File: src/rtl/control_code_text_tokenizer_unit_assert.svh
// assertion macros used by the tokenizer back stage
`ifndef CONTROL_CODE_TEXT_TOKENIZER_UNIT_ASSERT_SVH
`define CONTROL_CODE_TEXT_TOKENIZER_UNIT_ASSERT_SVH

// condition holds at every clock edge out of reset
`define CCTT_ASSERT_ALWAYS(label, cond, msg) \
    label: assert property (@(posedge clk) disable iff (!rst_n) (cond)) else $error(msg);

// consequent holds in the same cycle as the antecedent
`define CCTT_ASSERT_SAME(label, ante, cons, msg) \
    label: assert property (@(posedge clk) disable iff (!rst_n) (ante) |-> (cons)) \
        else $error(msg);

// consequent holds in the cycle after the antecedent
`define CCTT_ASSERT_NEXT(label, ante, cons, msg) \
    label: assert property (@(posedge clk) disable iff (!rst_n) (ante) |=> (cons)) \
        else $error(msg);

`endif

File: src/rtl/cctt_pkg.sv
// types, byte codes and sizes shared by the tokenizer modules
package cctt_pkg;

    localparam int BYTE_W              = 8;
    localparam int KIND_W              = 4;
    localparam int ARG_B_W             = 16;
    localparam int OUT_OFFSET_W        = 16;
    localparam int DEFAULT_OFFSET_BITS = 16;
    localparam int WINDOW_DEPTH        = 4;
    localparam int FILL_W              = 3;
    localparam int QUEUE_DEPTH         = 2;
    localparam int NAME_LEN_W          = 8;
    localparam int NAME_LIMIT          = 255;

    localparam logic [7:0] CODE_NUL   = 8'h00;
    localparam logic [7:0] CODE_PAGE  = 8'hF6;
    localparam logic [7:0] CODE_IMAGE = 8'hF7;
    localparam logic [7:0] CODE_FONT  = 8'hF9;
    localparam logic [7:0] CODE_COLOR = 8'hFA;
    localparam logic [7:0] CODE_POS   = 8'hFB;
    localparam logic [7:0] CODE_EOL_L = 8'hFC;
    localparam logic [7:0] CODE_EOL_C = 8'hFD;
    localparam logic [7:0] PRINT_LO   = 8'h20;
    localparam logic [7:0] PRINT_HI   = 8'h7F;

    typedef enum logic [3:0] {
        CLS_NUL,
        CLS_PAGE,
        CLS_IMAGE,
        CLS_FONT,
        CLS_COLOR,
        CLS_POS,
        CLS_EOL_L,
        CLS_EOL_C,
        CLS_PRINT,
        CLS_OTHER
    } cls_t;

    typedef enum logic [3:0] {
        KIND_TEXT      = 4'd0,
        KIND_POSITION  = 4'd1,
        KIND_EOL_LEFT  = 4'd2,
        KIND_EOL_CTR   = 4'd3,
        KIND_NEWLINE   = 4'd4,
        KIND_PAGE_END  = 4'd5,
        KIND_FONT      = 4'd6,
        KIND_COLOR     = 4'd7,
        KIND_IMG_START = 4'd8,
        KIND_NAME_CHAR = 4'd9,
        KIND_NAME_END  = 4'd10,
        KIND_UNKNOWN   = 4'd11,
        KIND_REC_END   = 4'd12
    } kind_t;

    typedef struct packed {
        logic [BYTE_W-1:0] data;
        cls_t              cls;
        logic              last;
    } qitem_t;

endpackage

File: src/rtl/cctt_if.sv
// valid/ready channel interfaces for record bytes and tokens

interface cctt_in_if;
    logic       valid;
    logic       ready;
    logic [7:0] data_byte;
    logic       record_last;

    modport source (output valid, output data_byte, output record_last, input ready);
    modport sink   (input valid, input data_byte, input record_last, output ready);
endinterface

interface cctt_out_if;
    logic        valid;
    logic        ready;
    logic [3:0]  kind;
    logic [7:0]  arg_a;
    logic [15:0] arg_b;
    logic [15:0] byte_offset;
    logic        run_first;
    logic        last_result;

    modport source (output valid, output kind, output arg_a, output arg_b,
                    output byte_offset, output run_first, output last_result,
                    input ready);
    modport sink   (input valid, input kind, input arg_a, input arg_b,
                    input byte_offset, input run_first, input last_result,
                    output ready);
endinterface

File: src/rtl/control_code_text_tokenizer_unit.sv
// top level of the control code text tokenizer
//
//  channel  | dir | handshake     | payload
//  ---------+-----+---------------+-------------------------------------------------
//  bytes    | in  | valid / ready | data_byte[7:0], record_last
//  tokens   | out | valid / ready | kind[3:0], arg_a[7:0], arg_b[15:0],
//           |     |               | byte_offset[15:0], run_first, last_result
//
//  one byte per cycle while the token output takes results and each byte decides at most
//  one token; every further token of the same byte (name chars after an image start, the
//  drain at record end) holds off the next byte in the single token decoder of the back stage
//  bytes pass the front register and the queue, tokens the back stage result register
//  rst_n clears all control state at once; window and result payload are not reset
//  a stalled token output holds the back stage, the queue keeps the front taking bytes until it fills
module control_code_text_tokenizer_unit #(
    parameter int OFFSET_BITS = cctt_pkg::DEFAULT_OFFSET_BITS
) (
    input  logic        clk,
    input  logic        rst_n,
    cctt_in_if.sink     bytes,
    cctt_out_if.source  tokens
);

    // front to queue transfer
    logic             f_valid;
    cctt_pkg::qitem_t f_item;
    logic             f_ready;

    // queue to back transfer
    logic             q_valid;
    cctt_pkg::qitem_t q_item;
    logic             q_ready;

    // classify each byte as it arrives
    cctt_front u_front (
        .clk        (clk),
        .rst_n      (rst_n),
        .bytes      (bytes),
        .item_valid (f_valid),
        .item       (f_item),
        .item_ready (f_ready)
    );

    // decouples byte intake from token output stalls
    cctt_fifo u_fifo (
        .clk      (clk),
        .rst_n    (rst_n),
        .wr_valid (f_valid),
        .wr_item  (f_item),
        .wr_ready (f_ready),
        .rd_valid (q_valid),
        .rd_item  (q_item),
        .rd_ready (q_ready)
    );

    // lookahead window, greedy token decisions, result register
    cctt_back #(
        .OFFSET_BITS (OFFSET_BITS)
    ) u_back (
        .clk     (clk),
        .rst_n   (rst_n),
        .q_valid (q_valid),
        .q_item  (q_item),
        .q_ready (q_ready),
        .tokens  (tokens)
    );

endmodule

File: src/rtl/cctt_front.sv
// front stage: takes record bytes and registers them with their byte class
module cctt_front (
    input  logic              clk,
    input  logic              rst_n,
    cctt_in_if.sink           bytes,
    output logic              item_valid,
    output cctt_pkg::qitem_t  item,
    input  logic              item_ready
);

    logic             valid_reg;
    logic             valid_next;
    cctt_pkg::qitem_t item_reg;
    logic             accept;

    function automatic cctt_pkg::cls_t classify(input logic [7:0] b);
        cctt_pkg::cls_t c;
        unique case (b)
            cctt_pkg::CODE_NUL:   c = cctt_pkg::CLS_NUL;
            cctt_pkg::CODE_PAGE:  c = cctt_pkg::CLS_PAGE;
            cctt_pkg::CODE_IMAGE: c = cctt_pkg::CLS_IMAGE;
            cctt_pkg::CODE_FONT:  c = cctt_pkg::CLS_FONT;
            cctt_pkg::CODE_COLOR: c = cctt_pkg::CLS_COLOR;
            cctt_pkg::CODE_POS:   c = cctt_pkg::CLS_POS;
            cctt_pkg::CODE_EOL_L: c = cctt_pkg::CLS_EOL_L;
            cctt_pkg::CODE_EOL_C: c = cctt_pkg::CLS_EOL_C;
            default:
            begin
                if (b >= cctt_pkg::PRINT_LO && b <= cctt_pkg::PRINT_HI)
                begin
                    c = cctt_pkg::CLS_PRINT;
                end
                else
                begin
                    c = cctt_pkg::CLS_OTHER;
                end
            end
        endcase
        return c;
    endfunction

    assign bytes.ready = !valid_reg || item_ready;
    assign accept      = bytes.valid && bytes.ready;

    always_comb
    begin
        if (accept)
        begin
            valid_next = 1'b1;
        end
        else if (item_ready)
        begin
            valid_next = 1'b0;
        end
        else
        begin
            valid_next = valid_reg;
        end
    end

    always_ff @(posedge clk or negedge rst_n)
    begin
        if (!rst_n)
        begin
            valid_reg <= 1'b0;
        end
        else
        begin
            valid_reg <= valid_next;
        end
    end

    always_ff @(posedge clk)
    begin
        if (accept)
        begin
            item_reg.data <= bytes.data_byte;
            item_reg.cls  <= classify(bytes.data_byte);
            item_reg.last <= bytes.record_last;
        end
    end

    assign item_valid = valid_reg;
    assign item       = item_reg;

endmodule

File: src/rtl/cctt_fifo.sv
// short queue of classified bytes between the front and back stages
module cctt_fifo (
    input  logic              clk,
    input  logic              rst_n,
    input  logic              wr_valid,
    input  cctt_pkg::qitem_t  wr_item,
    output logic              wr_ready,
    output logic              rd_valid,
    output cctt_pkg::qitem_t  rd_item,
    input  logic              rd_ready
);

    localparam int DEPTH = cctt_pkg::QUEUE_DEPTH;
    localparam int PTR_W = (DEPTH > 1) ? $clog2(DEPTH) : 1;
    localparam int CNT_W = $clog2(DEPTH + 1);

    cctt_pkg::qitem_t   mem [DEPTH];
    logic [PTR_W-1:0]   wr_ptr_reg;
    logic [PTR_W-1:0]   wr_ptr_next;
    logic [PTR_W-1:0]   rd_ptr_reg;
    logic [PTR_W-1:0]   rd_ptr_next;
    logic [CNT_W-1:0]   count_reg;
    logic [CNT_W-1:0]   count_next;
    logic               push;
    logic               pop;

    assign wr_ready = (count_reg != CNT_W'(DEPTH));
    assign rd_valid = (count_reg != '0);
    assign push     = wr_valid && wr_ready;
    assign pop      = rd_valid && rd_ready;
    assign rd_item  = mem[rd_ptr_reg];

    always_comb
    begin
        wr_ptr_next = wr_ptr_reg;
        rd_ptr_next = rd_ptr_reg;
        count_next  = count_reg;
        if (push)
        begin
            wr_ptr_next = (wr_ptr_reg == PTR_W'(DEPTH - 1)) ? '0 : wr_ptr_reg + 1'b1;
        end
        if (pop)
        begin
            rd_ptr_next = (rd_ptr_reg == PTR_W'(DEPTH - 1)) ? '0 : rd_ptr_reg + 1'b1;
        end
        if (push && !pop)
        begin
            count_next = count_reg + 1'b1;
        end
        else if (pop && !push)
        begin
            count_next = count_reg - 1'b1;
        end
    end

    always_ff @(posedge clk or negedge rst_n)
    begin
        if (!rst_n)
        begin
            wr_ptr_reg <= '0;
            rd_ptr_reg <= '0;
            count_reg  <= '0;
        end
        else
        begin
            wr_ptr_reg <= wr_ptr_next;
            rd_ptr_reg <= rd_ptr_next;
            count_reg  <= count_next;
        end
    end

    always_ff @(posedge clk)
    begin
        if (push)
        begin
            mem[wr_ptr_reg] <= wr_item;
        end
    end

endmodule

File: src/rtl/cctt_back.sv
// back stage: lookahead window, token decisions and the result register
`include "control_code_text_tokenizer_unit_assert.svh"

module cctt_back #(
    parameter int OFFSET_BITS = cctt_pkg::DEFAULT_OFFSET_BITS
) (
    input  logic              clk,
    input  logic              rst_n,
    input  logic              q_valid,
    input  cctt_pkg::qitem_t  q_item,
    output logic              q_ready,
    cctt_out_if.source        tokens
);

    localparam int WD  = cctt_pkg::WINDOW_DEPTH;
    localparam int FW  = cctt_pkg::FILL_W;
    localparam int NLW = cctt_pkg::NAME_LEN_W;

    // window and control state
    logic [7:0]                  win_data_reg [WD];
    cctt_pkg::cls_t              win_cls_reg  [WD];
    logic [FW-1:0]               fill_reg;
    logic [FW-1:0]               fill_next;
    logic [OFFSET_BITS-1:0]      offset_reg;
    logic [OFFSET_BITS-1:0]      offset_next;
    logic                        run_reg;
    logic                        run_next;
    logic                        name_mode_reg;
    logic                        name_mode_next;
    logic [NLW-1:0]              name_len_reg;
    logic [NLW-1:0]              name_len_next;
    logic                        skip_reg;
    logic                        skip_next;
    logic                        drain_reg;
    logic                        drain_next;
    logic                        out_valid_reg;
    logic                        out_valid_next;

    // result register
    cctt_pkg::kind_t             kind_reg;
    logic [7:0]                  arg_a_reg;
    logic [15:0]                 arg_b_reg;
    logic [15:0]                 offset_out_reg;
    logic                        first_reg;
    logic                        last_reg;

    // working signals
    logic                        adv;
    logic                        pending;
    logic                        take;
    logic                        do_proc;
    logic                        eff_drain;
    logic [FW-1:0]               eff_fill;
    logic [7:0]                  ew_data [WD];
    cctt_pkg::cls_t              ew_cls  [WD];
    logic [7:0]                  nw_data [WD];
    cctt_pkg::cls_t              nw_cls  [WD];
    cctt_pkg::kind_t             tok_kind;
    logic [7:0]                  tok_a;
    logic [15:0]                 tok_b;
    logic [15:0]                 tok_offset;
    logic                        tok_first;
    logic                        tok_last;
    logic                        rec_end;
    logic [FW-1:0]               cons;
    logic [FW-1:0]               new_fill;
    logic [NLW:0]                len_inc;
    logic [OFFSET_BITS:0]        off_sum;
    logic [OFFSET_BITS-1:0]      off_adv;
    logic [31:0]                 off_wide;
    logic                        n_name;
    logic [NLW-1:0]              n_len;
    logic                        n_skip;
    logic                        n_run;

    // work is left over from the last byte: drain, or name chars still in the window
    assign pending = drain_reg || (name_mode_reg && fill_reg != '0);
    assign adv     = !out_valid_reg || tokens.ready;
    assign take    = !pending && q_valid && adv;
    assign q_ready = !pending && adv;
    assign do_proc = pending ? adv
                   : (take && (q_item.last || name_mode_reg || fill_reg == FW'(WD - 1)));

    assign eff_fill  = pending ? fill_reg : fill_reg + 1'b1;
    assign eff_drain = drain_reg || (take && q_item.last);

    // window with the incoming byte placed behind the held ones
    always_comb
    begin
        for (int i = 0; i < WD; i++)
        begin
            ew_data[i] = win_data_reg[i];
            ew_cls[i]  = win_cls_reg[i];
            if (!pending && fill_reg[1:0] == 2'(i))
            begin
                ew_data[i] = q_item.data;
                ew_cls[i]  = q_item.cls;
            end
        end
    end

    // token decision at the window head
    always_comb
    begin
        len_inc   = {1'b0, name_len_reg} + 1'b1;
        tok_kind  = cctt_pkg::KIND_UNKNOWN;
        tok_a     = '0;
        tok_b     = '0;
        tok_first = 1'b0;
        rec_end   = 1'b0;
        cons      = FW'(1);
        n_name    = name_mode_reg;
        n_len     = name_len_reg;
        n_skip    = skip_reg;
        n_run     = run_reg;
        if (eff_drain && eff_fill == '0)
        begin
            rec_end  = 1'b1;
            tok_kind = cctt_pkg::KIND_REC_END;
            cons     = '0;
        end
        else if (name_mode_reg)
        begin
            if (skip_reg || ew_cls[0] == cctt_pkg::CLS_NUL)
            begin
                tok_kind = cctt_pkg::KIND_NAME_END;
                n_name   = 1'b0;
                n_skip   = 1'b0;
                n_len    = '0;
            end
            else
            begin
                tok_kind = cctt_pkg::KIND_NAME_CHAR;
                tok_a    = ew_data[0];
                n_len    = len_inc[NLW-1:0];
                if (len_inc >= (NLW+1)'(cctt_pkg::NAME_LIMIT))
                begin
                    n_skip = 1'b1;
                end
            end
        end
        else if (eff_fill >= FW'(4) && ew_cls[1] == cctt_pkg::CLS_POS)
        begin
            tok_kind = cctt_pkg::KIND_POSITION;
            tok_a    = ew_data[0];
            tok_b    = {ew_data[3], ew_data[2]};
            cons     = FW'(4);
            n_run    = 1'b0;
        end
        else if ((ew_cls[0] == cctt_pkg::CLS_EOL_L || ew_cls[0] == cctt_pkg::CLS_EOL_C)
                 && eff_fill >= FW'(2) && ew_cls[1] == cctt_pkg::CLS_NUL)
        begin
            tok_kind = (ew_cls[0] == cctt_pkg::CLS_EOL_L) ? cctt_pkg::KIND_EOL_LEFT
                                                          : cctt_pkg::KIND_EOL_CTR;
            cons     = FW'(2);
            n_run    = 1'b0;
        end
        else if (ew_cls[0] == cctt_pkg::CLS_NUL)
        begin
            tok_kind = cctt_pkg::KIND_NEWLINE;
            n_run    = 1'b0;
        end
        else if (ew_cls[0] == cctt_pkg::CLS_PAGE)
        begin
            tok_kind = cctt_pkg::KIND_PAGE_END;
            n_run    = 1'b0;
        end
        else if ((ew_cls[0] == cctt_pkg::CLS_FONT || ew_cls[0] == cctt_pkg::CLS_COLOR)
                 && eff_fill >= FW'(2))
        begin
            tok_kind = (ew_cls[0] == cctt_pkg::CLS_FONT) ? cctt_pkg::KIND_FONT
                                                         : cctt_pkg::KIND_COLOR;
            tok_a    = ew_data[1];
            cons     = FW'(2);
            n_run    = 1'b0;
        end
        else if (ew_cls[0] == cctt_pkg::CLS_IMAGE)
        begin
            tok_kind = cctt_pkg::KIND_IMG_START;
            n_run    = 1'b0;
            n_name   = 1'b1;
            n_len    = '0;
            n_skip   = 1'b0;
        end
        else if (ew_cls[0] == cctt_pkg::CLS_PRINT)
        begin
            tok_kind  = cctt_pkg::KIND_TEXT;
            tok_a     = ew_data[0];
            tok_first = !run_reg;
            n_run     = 1'b1;
        end
        else
        begin
            tok_kind = cctt_pkg::KIND_UNKNOWN;
            tok_a    = ew_data[0];
            n_run    = 1'b0;
        end
    end

    // consume: shift the window, move the saturating offset
    always_comb
    begin
        for (int i = 0; i < WD; i++)
        begin
            nw_data[i] = ew_data[i];
            nw_cls[i]  = ew_cls[i];
            for (int j = 1; j <= WD; j++)
            begin
                if (cons == FW'(j) && i + j < WD)
                begin
                    nw_data[i] = ew_data[(i + j) % WD];
                    nw_cls[i]  = ew_cls[(i + j) % WD];
                end
            end
        end
    end

    assign new_fill = eff_fill - cons;
    assign off_sum  = {1'b0, offset_reg} + {{(OFFSET_BITS + 1 - FW){1'b0}}, cons};
    assign off_adv  = off_sum[OFFSET_BITS] ? '1 : off_sum[OFFSET_BITS-1:0];
    assign off_wide = 32'(offset_reg);
    assign tok_offset = (off_wide > 32'h0000_FFFF) ? 16'hFFFF : off_wide[15:0];
    // the byte's results end once nothing is left to decide before the next byte
    assign tok_last = rec_end || (!eff_drain && !(n_name && new_fill != '0));

    always_comb
    begin
        fill_next      = fill_reg;
        offset_next    = offset_reg;
        run_next       = run_reg;
        name_mode_next = name_mode_reg;
        name_len_next  = name_len_reg;
        skip_next      = skip_reg;
        drain_next     = drain_reg;
        out_valid_next = tokens.ready ? 1'b0 : out_valid_reg;
        if (do_proc)
        begin
            out_valid_next = 1'b1;
            if (rec_end)
            begin
                fill_next      = '0;
                offset_next    = '0;
                run_next       = 1'b0;
                name_mode_next = 1'b0;
                name_len_next  = '0;
                skip_next      = 1'b0;
                drain_next     = 1'b0;
            end
            else
            begin
                fill_next      = new_fill;
                offset_next    = off_adv;
                run_next       = n_run;
                name_mode_next = n_name;
                name_len_next  = n_len;
                skip_next      = n_skip;
                drain_next     = eff_drain;
            end
        end
        else if (take)
        begin
            fill_next = eff_fill;
        end
    end

    always_ff @(posedge clk or negedge rst_n)
    begin
        if (!rst_n)
        begin
            fill_reg      <= '0;
            offset_reg    <= '0;
            run_reg       <= 1'b0;
            name_mode_reg <= 1'b0;
            name_len_reg  <= '0;
            skip_reg      <= 1'b0;
            drain_reg     <= 1'b0;
            out_valid_reg <= 1'b0;
        end
        else
        begin
            fill_reg      <= fill_next;
            offset_reg    <= offset_next;
            run_reg       <= run_next;
            name_mode_reg <= name_mode_next;
            name_len_reg  <= name_len_next;
            skip_reg      <= skip_next;
            drain_reg     <= drain_next;
            out_valid_reg <= out_valid_next;
        end
    end

    always_ff @(posedge clk)
    begin
        if (do_proc)
        begin
            for (int i = 0; i < WD; i++)
            begin
                win_data_reg[i] <= nw_data[i];
                win_cls_reg[i]  <= nw_cls[i];
            end
            kind_reg       <= tok_kind;
            arg_a_reg      <= tok_a;
            arg_b_reg      <= tok_b;
            offset_out_reg <= tok_offset;
            first_reg      <= tok_first;
            last_reg       <= tok_last;
        end
        else if (take)
        begin
            for (int i = 0; i < WD; i++)
            begin
                win_data_reg[i] <= ew_data[i];
                win_cls_reg[i]  <= ew_cls[i];
            end
        end
    end

    assign tokens.valid       = out_valid_reg;
    assign tokens.kind        = kind_reg;
    assign tokens.arg_a       = arg_a_reg;
    assign tokens.arg_b       = arg_b_reg;
    assign tokens.byte_offset = offset_out_reg;
    assign tokens.run_first   = first_reg;
    assign tokens.last_result = last_reg;

    `CCTT_ASSERT_ALWAYS(a_fill_below_window, fill_reg <= FW'(WD - 1), "window left full")
    `CCTT_ASSERT_ALWAYS(a_skip_in_name, !skip_reg || name_mode_reg, "skip outside name")
    `CCTT_ASSERT_SAME(a_rec_end_last, out_valid_reg && kind_reg == cctt_pkg::KIND_REC_END,
        last_reg, "record end not last result")
    `CCTT_ASSERT_SAME(a_first_on_text, out_valid_reg && first_reg,
        kind_reg == cctt_pkg::KIND_TEXT, "run start on non-text token")
    `CCTT_ASSERT_NEXT(a_last_drains, take && q_item.last, drain_reg, "record end not drained")

endmodule

File: src/flat_wrapper.sv
// flat-port wrapper written by rule: the top's interface ports become plain ports
module control_code_text_tokenizer_unit_flat 
#(
    parameter int OFFSET_BITS = cctt_pkg::DEFAULT_OFFSET_BITS
)
  (clk, rst_n, bytes_valid, bytes_data_byte, bytes_record_last, bytes_ready, tokens_valid, tokens_kind, tokens_arg_a, tokens_arg_b, tokens_byte_offset, tokens_run_first, tokens_last_result, tokens_ready);
  cctt_in_if bytes_i ();
  cctt_out_if tokens_i ();
  input  logic clk;
  input  logic rst_n;
  input wire logic [$bits(bytes_i.valid)-1:0] bytes_valid;
  input wire logic [$bits(bytes_i.data_byte)-1:0] bytes_data_byte;
  input wire logic [$bits(bytes_i.record_last)-1:0] bytes_record_last;
  output wire logic [$bits(bytes_i.ready)-1:0] bytes_ready;
  output wire logic [$bits(tokens_i.valid)-1:0] tokens_valid;
  output wire logic [$bits(tokens_i.kind)-1:0] tokens_kind;
  output wire logic [$bits(tokens_i.arg_a)-1:0] tokens_arg_a;
  output wire logic [$bits(tokens_i.arg_b)-1:0] tokens_arg_b;
  output wire logic [$bits(tokens_i.byte_offset)-1:0] tokens_byte_offset;
  output wire logic [$bits(tokens_i.run_first)-1:0] tokens_run_first;
  output wire logic [$bits(tokens_i.last_result)-1:0] tokens_last_result;
  input wire logic [$bits(tokens_i.ready)-1:0] tokens_ready;
  assign bytes_i.valid = bytes_valid;
  assign bytes_i.data_byte = bytes_data_byte;
  assign bytes_i.record_last = bytes_record_last;
  assign bytes_ready = bytes_i.ready;
  assign tokens_valid = tokens_i.valid;
  assign tokens_kind = tokens_i.kind;
  assign tokens_arg_a = tokens_i.arg_a;
  assign tokens_arg_b = tokens_i.arg_b;
  assign tokens_byte_offset = tokens_i.byte_offset;
  assign tokens_run_first = tokens_i.run_first;
  assign tokens_last_result = tokens_i.last_result;
  assign tokens_i.ready = tokens_ready;
  control_code_text_tokenizer_unit #(.OFFSET_BITS(OFFSET_BITS)) u_core (.clk(clk), .rst_n(rst_n), .bytes(bytes_i), .tokens(tokens_i));
endmodule
File: config.mk
export PLATFORM = sky130hd
export DESIGN_NAME = control_code_text_tokenizer_unit_flat
export DESIGN_NICKNAME = d
export VERILOG_FILES = /design/src/rtl/cctt_pkg.sv /design/src/rtl/cctt_if.sv /design/src/rtl/control_code_text_tokenizer_unit.sv /design/src/rtl/cctt_front.sv /design/src/rtl/cctt_fifo.sv /design/src/rtl/cctt_back.sv /design/src/flat_wrapper.sv
export VERILOG_INCLUDE_DIRS = /design/src /design/src/rtl
export SDC_FILE = /design/constraint.sdc
export NUM_CORES = 1
export LEC_CHECK = 0
export ABC_AREA = 0
export BUFFER_PORTS_ARGS = -buffer_cell sky130_fd_sc_hd__buf_4
export CORE_ASPECT_RATIO = 0.6
export CORE_MARGIN = 2
export CORE_UTILIZATION = 50
export DETAILED_ROUTE_END_ITERATION = 8
export GPL_TIMING_DRIVEN = 0
export PLACE_DENSITY = 0.71
export SLEW_MARGIN = 20
export SYNTH_ARGS = -nofsm -noshare
export SYNTH_HDL_FRONTEND = slang
export SYNTH_SLANG_ARGS = --single-unit
File: constraint.sdc
create_clock -name clk -period 5.12 [get_ports clk]
set_input_delay 0.512 -clock clk [delete_from_list [all_inputs] [get_ports clk]]
set_output_delay 0.512 -clock clk [all_outputs]
set_load 0.005 [all_outputs]
==> results of run 1 <==
final timing paths:
check | slack (ps) | cells past startpoint | startpoint | end
setup / recovery | 150 | 19 | u_core.u_back.fill_reg[0] | u_core.u_back.offset_reg[1]
hold / removal | 40 | 1 | rst_n | u_core.u_back.name_len_reg[0]
setup reg to reg | 150 | 19 | u_core.u_back.fill_reg[0] | u_core.u_back.offset_reg[1]
hold reg to reg | 450 | 0 | u_core.u_front.item[7] | u_core.u_fifo.mem[0][7]
max in group asynchronous | 4690 | 1 | rst_n | u_core.u_back.fill_reg[0]
min in group clk | 250 | 1 | bytes_record_last | u_core.u_front.item[0]
power breakdown:
group,leakage [nW],switching [mW],total (mW),internal (mW)
logic,1.72,2.39,3.84,1.45
registers,1.78,0.205,2.55,2.35
clock network,0.286,0.563,1.29,0.729
total,3.79,3.16,7.68,4.53
per-stage QoR:
stage | instances | hold slack [ps] | instance area (um2)
6_report | 1052 | 43.4 | 9800
5_1_grt | 1052 | 76.3 | 9800
4_1_cts | 1050 | 55.0 | 9720
3_5_place_dp | 1015 | 436 | 9050
3_3_place_gp | 1013 | 428 | 9010
2_1_floorplan | 744 | 216 | 8300
layout make-up:
| type | instances | share of cell area (%) |
|---|---|---|
| clock inverters | 15 | 1.67 |
| plain buffers | 35 | 2.03 |
| flip-flops and latches | 170 | 50.2 |
| repair buffers | 67 | 5.39 |
| inverters | 45 | 1.72 |
| clock buffers | 17 | 4.34 |
| multi-input cells | 494 | 31.9 |
| well taps | 209 | 2.67 |
cells in the mapped netlist (all sizes together), types with 8 or more instances:
cell,n
a31oi,8
nand3,14
a21oi,55
nand2,79
dfrtp,37
o221ai,26
and3,9
clkbuf,17
o22a,12
o21ai,60
ha,12
edfxtp,133
nand2b,12
mux2i,27
nor2,81
buf,18
o22ai,9
o31ai,9
inv,45
placed cells by master (no fill, tap or decap), drive strengths merged, types with 5 or more instances in the layout:
| cell | n |
|---|---|
| a21oi | 55 |
| a31oi | 8 |
| and3 | 9 |
| buf | 86 |
| clkbuf | 33 |
| dfrtp | 37 |
| edfxtp | 133 |
| ha | 12 |
| inv | 52 |
| mux2i | 27 |
| nand2 | 79 |
| nand2b | 12 |
| nand3 | 14 |
| nand4 | 6 |
| nor2 | 81 |
| nor2b | 5 |
| nor3 | 6 |
| o21ai | 60 |
| o21bai | 5 |
| o221ai | 26 |
| o22a | 12 |
| o22ai | 9 |
| o31ai | 9 |
| or2 | 5 |
| or3 | 6 |
| xnor2 | 5 |
logic make-up (layout without fill, tap and decap cells):
kind of cell | Yosys count | in the layout
AND/OR/NAND/NOR | 234 | 234
adder cells (fa/ha/maj) | 14 | 14
flip-flops | 170 | 170
AO/OA/AOI/OAI | 209 | 209
XOR/XNOR | 9 | 9
buffers and inverters | 80 | 179
multiplexers | 28 | 28
repair_timing:
item	4_1_cts	5_1_grt
cloned	0	0
setup endpoints to repair	11	10
gates resized for setup	14	15
pin swaps	3	2
buffers inserted	3	2
hold buffers	0	0
layer usage:
metal  global-route usage [%]  up-vias  part of all wire [%]
li1                         -     2917                     -
met2                     30.4      339                    41
met3                     5.46       36                   9.3
met1                     37.9     3077                    48
met5                        0        -                     0
met4                     7.81        0                   1.8
==> flow_summary_export.csv, run 1 <==
group,metric,value,unit
run_status,outcome,"finished clean",
timing,clock_skew,6.79,ps
yosys,synth-compound-area-share,16.7,%
floorplan,die-area,17700,um2
yosys,synth_edf_count,133,
global_routing,grt_pass1_wl,32200,um
final_layout,area_growth,18.0,%
final_layout,fin_util,60.4,%
yosys,netlist_area,8300,um2
worst_setup_path,cp_max_fo,10,
timing,fin_tns_setup,0,ps
final_layout,largest_reg_flops,32,
power,powerDensity,784,nW/um2
clock_network,cts_htree_levels,4,
worst_setup_path,worstPathRequired,5480,ps
worst_setup_path,max_stage_delay,480,ps
floorplan,coreArea,16200,um2
detailed_routing,vias,6369,
clock_network,cts.sinks,170,
power,peakVddDrop,0.286,mV
yosys,synth_warnings,0,
final_layout,layout.nets,857,
detailed_routing,postRouteAntennaNets,0,
detailed_routing,finalWirelength,20000,um
detailed_routing,viasPerCell,6.05,
yosys,yosysTopAreaCellShare,48.1,%
final_layout,drive_gt1_share,18.6,%
worst_setup_path,path_cells,"ha_1 > ha_1 > o31ai_4 > nor2b_4 > or4b_1 > buf_2 > a21boi_4 > inv_1 > fa_1 > inv_1 > a21oi_2 > or2_2 > or3_4 > or2_2 > clkbuf_1 > buf_2 > a21oi_1 > nand2_1 > o21ai_0",
power,finalPower,7.68,mW
yosys,synth_cells,744,
global_routing,grt_overflow,0,
timing,finalHoldViolCount,0,
floorplan,num_rows,36,
yosys,synth-adder-area-share,2.29,%
yosys,synth_top_family_by_area,"compound AO/OA/AOI/OAI gates",
floorplan,die-height,104,um
worst_hold_path,hold_path_class,"input port to asynchronous set/reset pin",
yosys,synth_cell_types,68,
global_routing,antenna_found_initial,0,
worst_setup_path,startpoint_type,"flip-flop",
clock_network,root_buffer,"clkbuf_16",
worst_setup_path,slowest_stage,"o31ai_4",
yosys,synth_xor_area_share,0.950,%
final_layout,fill_cells,1285,
timing,timing.final.ws_setup,149,ps
worst_setup_path,end_kind,"flip-flop",
floorplan,die_x,170,um
yosys,muxShareOfSynthArea,3.39,%
yosys,syn_nets,771,
clock_network,clockBufferDepth,2,
global_routing,track_usage,23.4,%
power,leakagePower,3.79,nW
yosys,yosys.area_share.simple,13.0,%
flow_run,maxCapViolations,0,
timing,finalCritPeriodShare,97.1,%
timing,worstMarginPinSlew,1190,ps
timing,slew_headroom,20.4,%
yosys,synth.area.top_cells,"edfxtp_1, dfrtp_1, nor2_1",
global_routing,grt_pass1_vias,5966,
placed_design,dp_slack,-363,ps
worst_setup_path,crit_buf_inv,5,
yosys,ys.flop_type,"edfxtp_1",
detailed_routing,firstDrtPassIters,6,
timing,timing.fmax,201,MHz
yosys,async_reset_ff_share,21.8,%
yosys,ys_seq_area_share,59.3,%
detailed_routing,detail_route.wl_per_cell,19.0,um
yosys,synth_area_leader_cell,"edfxtp_1",
final_layout,diodes,0,
worst_setup_path,worstPathArrival,5330,ps
floorplan,start_util,51.2,%
yosys,syn_area_per_cell,11.2,um2
placed_design,gp_congestion,0.909,
timing,setup_violations,0,
detailed_routing,first_iter_violations,815,
final_layout,multi_input_area,3130,um2
global_routing,grt_max_degree,39,
placed_design,dp_hpwl,14000,um
detailed_routing,drcViolationCount,0,
clock_network,clk_latency,440,ps
clock_network,cts.clk_slew.worst_paths,70,ps
yosys,ys_ff_latch,170,
clock_network,cts_buffers,17,
worst_setup_path,critical_path_class,"flip-flop to flip-flop",
worst_setup_path,crit_family,"simple AND/OR/NAND/NOR gates",
placed_design,port_buffers,60,
timing,min_period,4970,ps
timing,slew_viol_final,0,
final_layout,regArea,4920,um2
floorplan,ioPinCount,61,
clock_network,cts_tree,"built",
Note: power is estimated with default switching activity, not from simulation.
==> inputs of run 2 (changes only) <==
Settings changed: BUFFER_PORTS_ARGS -buffer_cell sky130_fd_sc_hd__buf_4 to -buffer_cell sky130_fd_sc_hd__buf_2, HOLD_SLACK_MARGIN set to 0.1.
==> flow_summary_export.csv, run 2 (synthesized netlist as in run 1, its figures left out) <==
group,metric,value,unit
floorplan,start_util,51.2,%
clock_network,cts.clk_slew.worst_paths,70,ps
flow_run,maxCapViolations,0,
clock_network,cts_tree,"built",
worst_setup_path,crit_family,"simple AND/OR/NAND/NOR gates",
detailed_routing,drcViolationCount,0,
timing,worstMarginPinSlew,1120,ps
final_layout,final_common_cell,"edfxtp_1",
worst_setup_path,worstPathArrival,5270,ps
timing,slew_viol_final,0,
timing,timing.final.ws_setup,200,ps
detailed_routing,viasPerCell,6.01,
power,peakVddDrop,0.353,mV
worst_setup_path,cp_max_fo,10,
timing,min_period,4920,ps
timing,setup_violations,0,
global_routing,grt_pass1_vias,5830,
global_routing,grt_pass1_wl,31500,um
placed_design,dp_slack,-414,ps
clock_network,cts.sinks,170,
clock_network,root_buffer,"clkbuf_16",
global_routing,antenna_found_initial,0,
worst_hold_path,hold_path_class,"input port to asynchronous set/reset pin",
final_layout,diodes,0,
worst_setup_path,path_cells,"inv_1 > ha_4 > nor2b_4 > buf_6 > and2_4 > buf_6 > a21oi_2 > or3_1 > a211o_4 > a21boi_4 > inv_1 > fa_1 > inv_1 > a21oi_1 > or2_2 > or3_4 > or2_2 > clkbuf_1 > buf_4 > a21oi_1 > nand2_1 > o21ai_0",
detailed_routing,finalWirelength,19700,um
global_routing,grt_max_degree,38,
final_layout,multi_input_area,3130,um2
global_routing,track_usage,23.0,%
detailed_routing,vias,6343,
worst_setup_path,cpMostUsedCell,"inv_1",
worst_setup_path,ff2ff_path_depth,22,
worst_setup_path,r2r_slack,200,ps
run_status,outcome,"finished clean",
global_routing,grt_overflow,0,
timing,finalHoldViolCount,0,
detailed_routing,first_iter_violations,714,
final_layout,layout.nets,861,
final_layout,area_growth,16.6,%
timing,grt_setup_unrepaired,"no",
clock_network,clockBufferDepth,2,
final_layout,fill_cells,1297,
final_layout,largest_reg_flops,32,
final_layout,drive_gt1_share,19.0,%
worst_setup_path,critical_path_class,"flip-flop to flip-flop",
timing,clock_skew,6.34,ps
worst_setup_path,r2r_end,"u_core.u_back.offset_reg[1]",
timing,timing.fmax,203,MHz
final_layout,regArea,4920,um2
detailed_routing,postRouteAntennaNets,0,
detailed_routing,firstDrtPassIters,7,
placed_design,dp_hpwl,14000,um
placed_design,port_buffers,60,
clock_network,clk_latency,430,ps
floorplan,die-height,104,um
timing,finalCritPeriodShare,96.1,%
power,leakagePower,3.77,nW
worst_setup_path,slowest_stage,"dfrtp_2",
power,powerDensity,784,nW/um2
worst_setup_path,end_kind,"flip-flop",
worst_setup_path,worstPathRequired,5470,ps
timing,slew_headroom,24.8,%
floorplan,die-area,17700,um2
worst_setup_path,max_stage_delay,460,ps
clock_network,cts_buffers,17,
worst_setup_path,startpoint_type,"flip-flop",
placed_design,dpl_cell_area,8900,um2
final_layout,layout_common_cells,"edfxtp_1, nor2_1, nand2_1",
floorplan,ioPinCount,61,
worst_setup_path,crit_buf_inv,7,
placed_design,gp_congestion,0.924,
floorplan,coreArea,16200,um2
clock_network,cts_htree_levels,4,
timing,fin_tns_setup,0,ps
detailed_routing,detail_route.wl_per_cell,18.7,um
worst_setup_path,r2r-start,"u_core.u_back.fill_reg[0]",
floorplan,num_rows,36,
floorplan,die_x,170,um
final_layout,final_cell_area,9680,um2
clock_network,postCtsHoldBufs,0,
## run 2: cell types whose count changed in the layout (fill, tap and decap cells not counted), sizes merged
cell / previous run / this run
buf: 86 / 90
clkinv: 4 / 7
bufinv: 2 / 1
clkinvlp: 2 / 1
inv: 52 / 51
## run 2: power breakdown
part           leakage, nW  total [mW]  internal, mW  switching, mW
Combinational         1.70        3.76          1.39           2.37
Clock                0.288        1.28         0.690          0.588
Sequential            1.78        2.54          2.35          0.195
## run 2: worst max path at each step
stage	start	end	slack, ps	cells after the start
5_1_grt	u_core.u_back.fill_reg[0]	u_core.u_back.offset_reg[1]	30	22
3_3_place_gp	u_core.u_back.fill_reg[0]	u_core.u_back.offset_reg[1]	-380	23
6_report	u_core.u_back.fill_reg[0]	u_core.u_back.offset_reg[1]	200	22
2_1_floorplan	u_core.u_back.fill_reg[0]	u_core.u_back.offset_reg[1]	320	22
4_1_cts	u_core.u_back.fill_reg[0]	u_core.u_back.offset_reg[8]	40	24
3_5_place_dp	u_core.u_back.fill_reg[0]	u_core.u_back.offset_reg[11]	-410	21
## run 2: layout make-up
class                      instances  share of cell area (%)
sequential                       170                    50.9
multi-input combinational        494                    32.3
clock buffer                      17                    4.40
timing repair buffer              71                    4.22
tap                              209                    2.70
buffer                            35                    2.08
inverter                          45                    1.75
clock inverter                    15                    1.67
## run 2: repair_timing
action	in CTS	in global routing
buffers inserted	3	6
pin swaps	3	4
setup endpoints to repair	11	11
hold endpoints to repair	0	0
gates resized for setup	13	17
## run 2: worst register-to-register path: stages (launching register included)
cell and delay (ps):
dfrtp_2 460, inv_1 160, ha_4 180, nor2b_4 180, buf_6 140, and2_4 130, buf_6 110, a21oi_2 100
or3_1 440, a211o_4 370, a21boi_4 150, inv_1 70, fa_1 420, inv_1 70, a21oi_1 110, or2_2 340
or3_4 410, or2_2 300, clkbuf_1 180, buf_4 210, a21oi_1 150, nand2_1 60, o21ai_0 80
## run 2: metal layers
metal,track usage [%],share of wire (%),wire length (um),vias up
li1,-,-,-,2929
met1,37.0,48,9440,3046
met2,29.8,40,7930,336
met3,5.43,10,2020,32
met4,7.88,1.6,314,0
met5,0,0,0,-
## run 2: per-stage QoR
step | hold slack (ps) | utilization, % | cells | power (mW)
final | 187 | 59.7 | 1056 | 7.58
after global routing | 248 | 59.7 | 1056 | 8.04
after CTS | 212 | 58.9 | 1050 | 7.37
after detailed placement | 430 | 54.9 | 1015 | 5.99
after global placement | 424 | 54.7 | 1013 | 5.81
after floorplan | 216 | - | 744 | 4.94
==> inputs of run 3 (changes only) <==
Settings changed: MAX_ROUTING_LAYER set to met4.
==> flow_summary_export.csv, run 3 (synthesized netlist as in run 1, its figures left out) <==
group,metric,value,unit
timing,finalHoldViolCount,0,
power,peakVddDrop,0.305,mV
worst_setup_path,slowest_stage,"o31ai_4",
floorplan,coreArea,16200,um2
clock_network,root_buffer,"clkbuf_16",
run_status,outcome,"finished clean",
worst_setup_path,max_stage_delay,460,ps
global_routing,grt_max_degree,38,
detailed_routing,postRouteAntennaNets,0,
worst_setup_path,worstPathRequired,5470,ps
clock_network,cts_buffers,17,
worst_hold_path,hold_path_class,"input port to asynchronous set/reset pin",
clock_network,postCtsHoldBufs,0,
clock_network,cts_tree,"built",
floorplan,die-height,104,um
detailed_routing,viasPerCell,6.07,
final_layout,diodes,0,
timing,slew_viol_final,0,
power,powerDensity,794,nW/um2
worst_setup_path,crit_family,"simple AND/OR/NAND/NOR gates",
worst_setup_path,r2r_end,"u_core.u_back.offset_reg[1]",
final_layout,fin_util,60.4,%
timing,slew_headroom,30.5,%
global_routing,grt_overflow,0,
detailed_routing,finalWirelength,20300,um
global_routing,antenna_found_initial,0,
final_layout,fill_cells,1286,
worst_setup_path,critical_path_class,"flip-flop to flip-flop",
timing,finalCritPeriodShare,96.1,%
final_layout,area_growth,18.0,%
floorplan,num_rows,36,
detailed_routing,wl_met1,9730,um
detailed_routing,wl_met2,8360,um
final_layout,largest_reg_flops,32,
detailed_routing,top_layer_used,"met4",
detailed_routing,firstDrtPassIters,5,
power,leakagePower,3.81,nW
final_layout,drive_gt1_share,19.7,%
timing,worstMarginPinSlew,1040,ps
worst_setup_path,startpoint_type,"flip-flop",
timing,fin_tns_setup,0,ps
clock_network,cts.clk_slew.worst_paths,60,ps
flow_run,maxCapViolations,0,
clock_network,cts.sinks,170,
worst_setup_path,critPathLaunch,"u_core.u_back.fill_reg[0]",
clock_network,cts_htree_levels,4,
placed_design,port_buffers,60,
detailed_routing,routed-wl-met3,1960,um
floorplan,die_x,170,um
placed_design,dp_hpwl,14100,um
global_routing,grt_pass1_wl,32200,um
timing,timing.fmax,203,MHz
detailed_routing,detail_route.wl_per_cell,19.1,um
floorplan,ioPinCount,61,
clock_network,clk_latency,430,ps
final_layout,final_common_cell,"edfxtp_1",
final_layout,layout.nets,867,
worst_setup_path,end_kind,"flip-flop",
timing,min_period,4920,ps
worst_setup_path,r2r_slack,200,ps
clock_network,clockBufferDepth,2,
worst_setup_path,cp_max_fo,10,
power,finalPower,7.78,mW
worst_setup_path,worstPathArrival,5270,ps
timing,clock_skew,9.74,ps
detailed_routing,first_iter_violations,753,
floorplan,start_util,51.2,%
final_layout,layout_common_cells,"edfxtp_1, nor2_1, nand2_1",
floorplan,die-area,17700,um2
global_routing,grt_pass1_vias,5984,
placed_design,gp_congestion,0.911,
detailed_routing,vias,6444,
global_routing,track_usage,24.4,%
worst_setup_path,r2r-start,"u_core.u_back.fill_reg[0]",
timing,setup_violations,0,
worst_setup_path,ff2ff_path_depth,19,
worst_setup_path,path_cells,"ha_1 > ha_1 > o31ai_4 > nor2b_4 > or4b_1 > buf_2 > a21boi_4 > inv_1 > fa_1 > inv_1 > a21oi_1 > or2_2 > or3_4 > or2_2 > clkbuf_1 > clkbuf_4 > a21oi_1 > nand2_1 > o21ai_0",
detailed_routing,drcViolationCount,0,
worst_setup_path,crit_buf_inv,5,
[run 3: cell types whose count changed in the layout (fill, tap and decap cells not counted), moves of 2 or more]
cell	before	now
buf_4	12	17
bufinv_16	1	4
clkbuf_1	15	17
clkbuf_4	0	2
clkinv_4	4	2
inv_8	4	1
mux2i_2	5	3
mux2i_4	1	4
[run 3: power by group]
part	internal, mW	switching (mW)	leakage (nW)	total (mW)
Clock	0.823	0.548	0.300	1.37
Combinational	1.45	2.41	1.73	3.86
Sequential	2.35	0.197	1.78	2.54
Total	4.62	3.16	3.81	7.78
[run 3: routing by layer]
layer	global-route usage [%]	vias up
met4	6.72	0
met5	-	-
li1	-	2936
met2	32.0	311
met1	37.7	3177
met3	5.46	20
[run 3: worst max path at each step]
stage	endpoint	slack [ps]	cells after the start
after floorplan	u_core.u_back.offset_reg[1]	320	22
after global placement	u_core.u_back.offset_reg[1]	-430	21
after detailed placement	u_core.u_back.offset_reg[8]	-360	23
after CTS	u_core.u_back.offset_reg[1]	3	20
after global routing	u_core.u_back.offset_reg[8]	-40	19
final	u_core.u_back.offset_reg[1]	200	19
[run 3: layout make-up]
class | instances | area (um2) | share of cell area (%)
buffer | 35 | 204 | 2.08
clock buffer | 19 | 433 | 4.42
clock inverter | 13 | 191 | 1.95
inverter | 45 | 169 | 1.72
multi-input combinational | 494 | 3170 | 32.3
sequential | 170 | 4920 | 50.2
tap | 209 | 262 | 2.67
timing repair buffer | 77 | 453 | 4.62
[run 3: metrics by stage]
step	hold slack [ps]	instance area (um2)	instances	worst slack, ps
after floorplan	216	8300	744	320
after global placement	426	8860	1013	-430
after detailed placement	434	8900	1015	-356
after CTS	223	9620	1050	3.09
after global routing	238	9800	1062	-44.9
final	185	9800	1062	199
[run 3: repair_timing]
item / CTS / global route
gates resized for setup: 18 / 19
setup buffers: 3 / 12
pin swaps: 2 / 4
endpoints found under the setup margin: 11 / 11
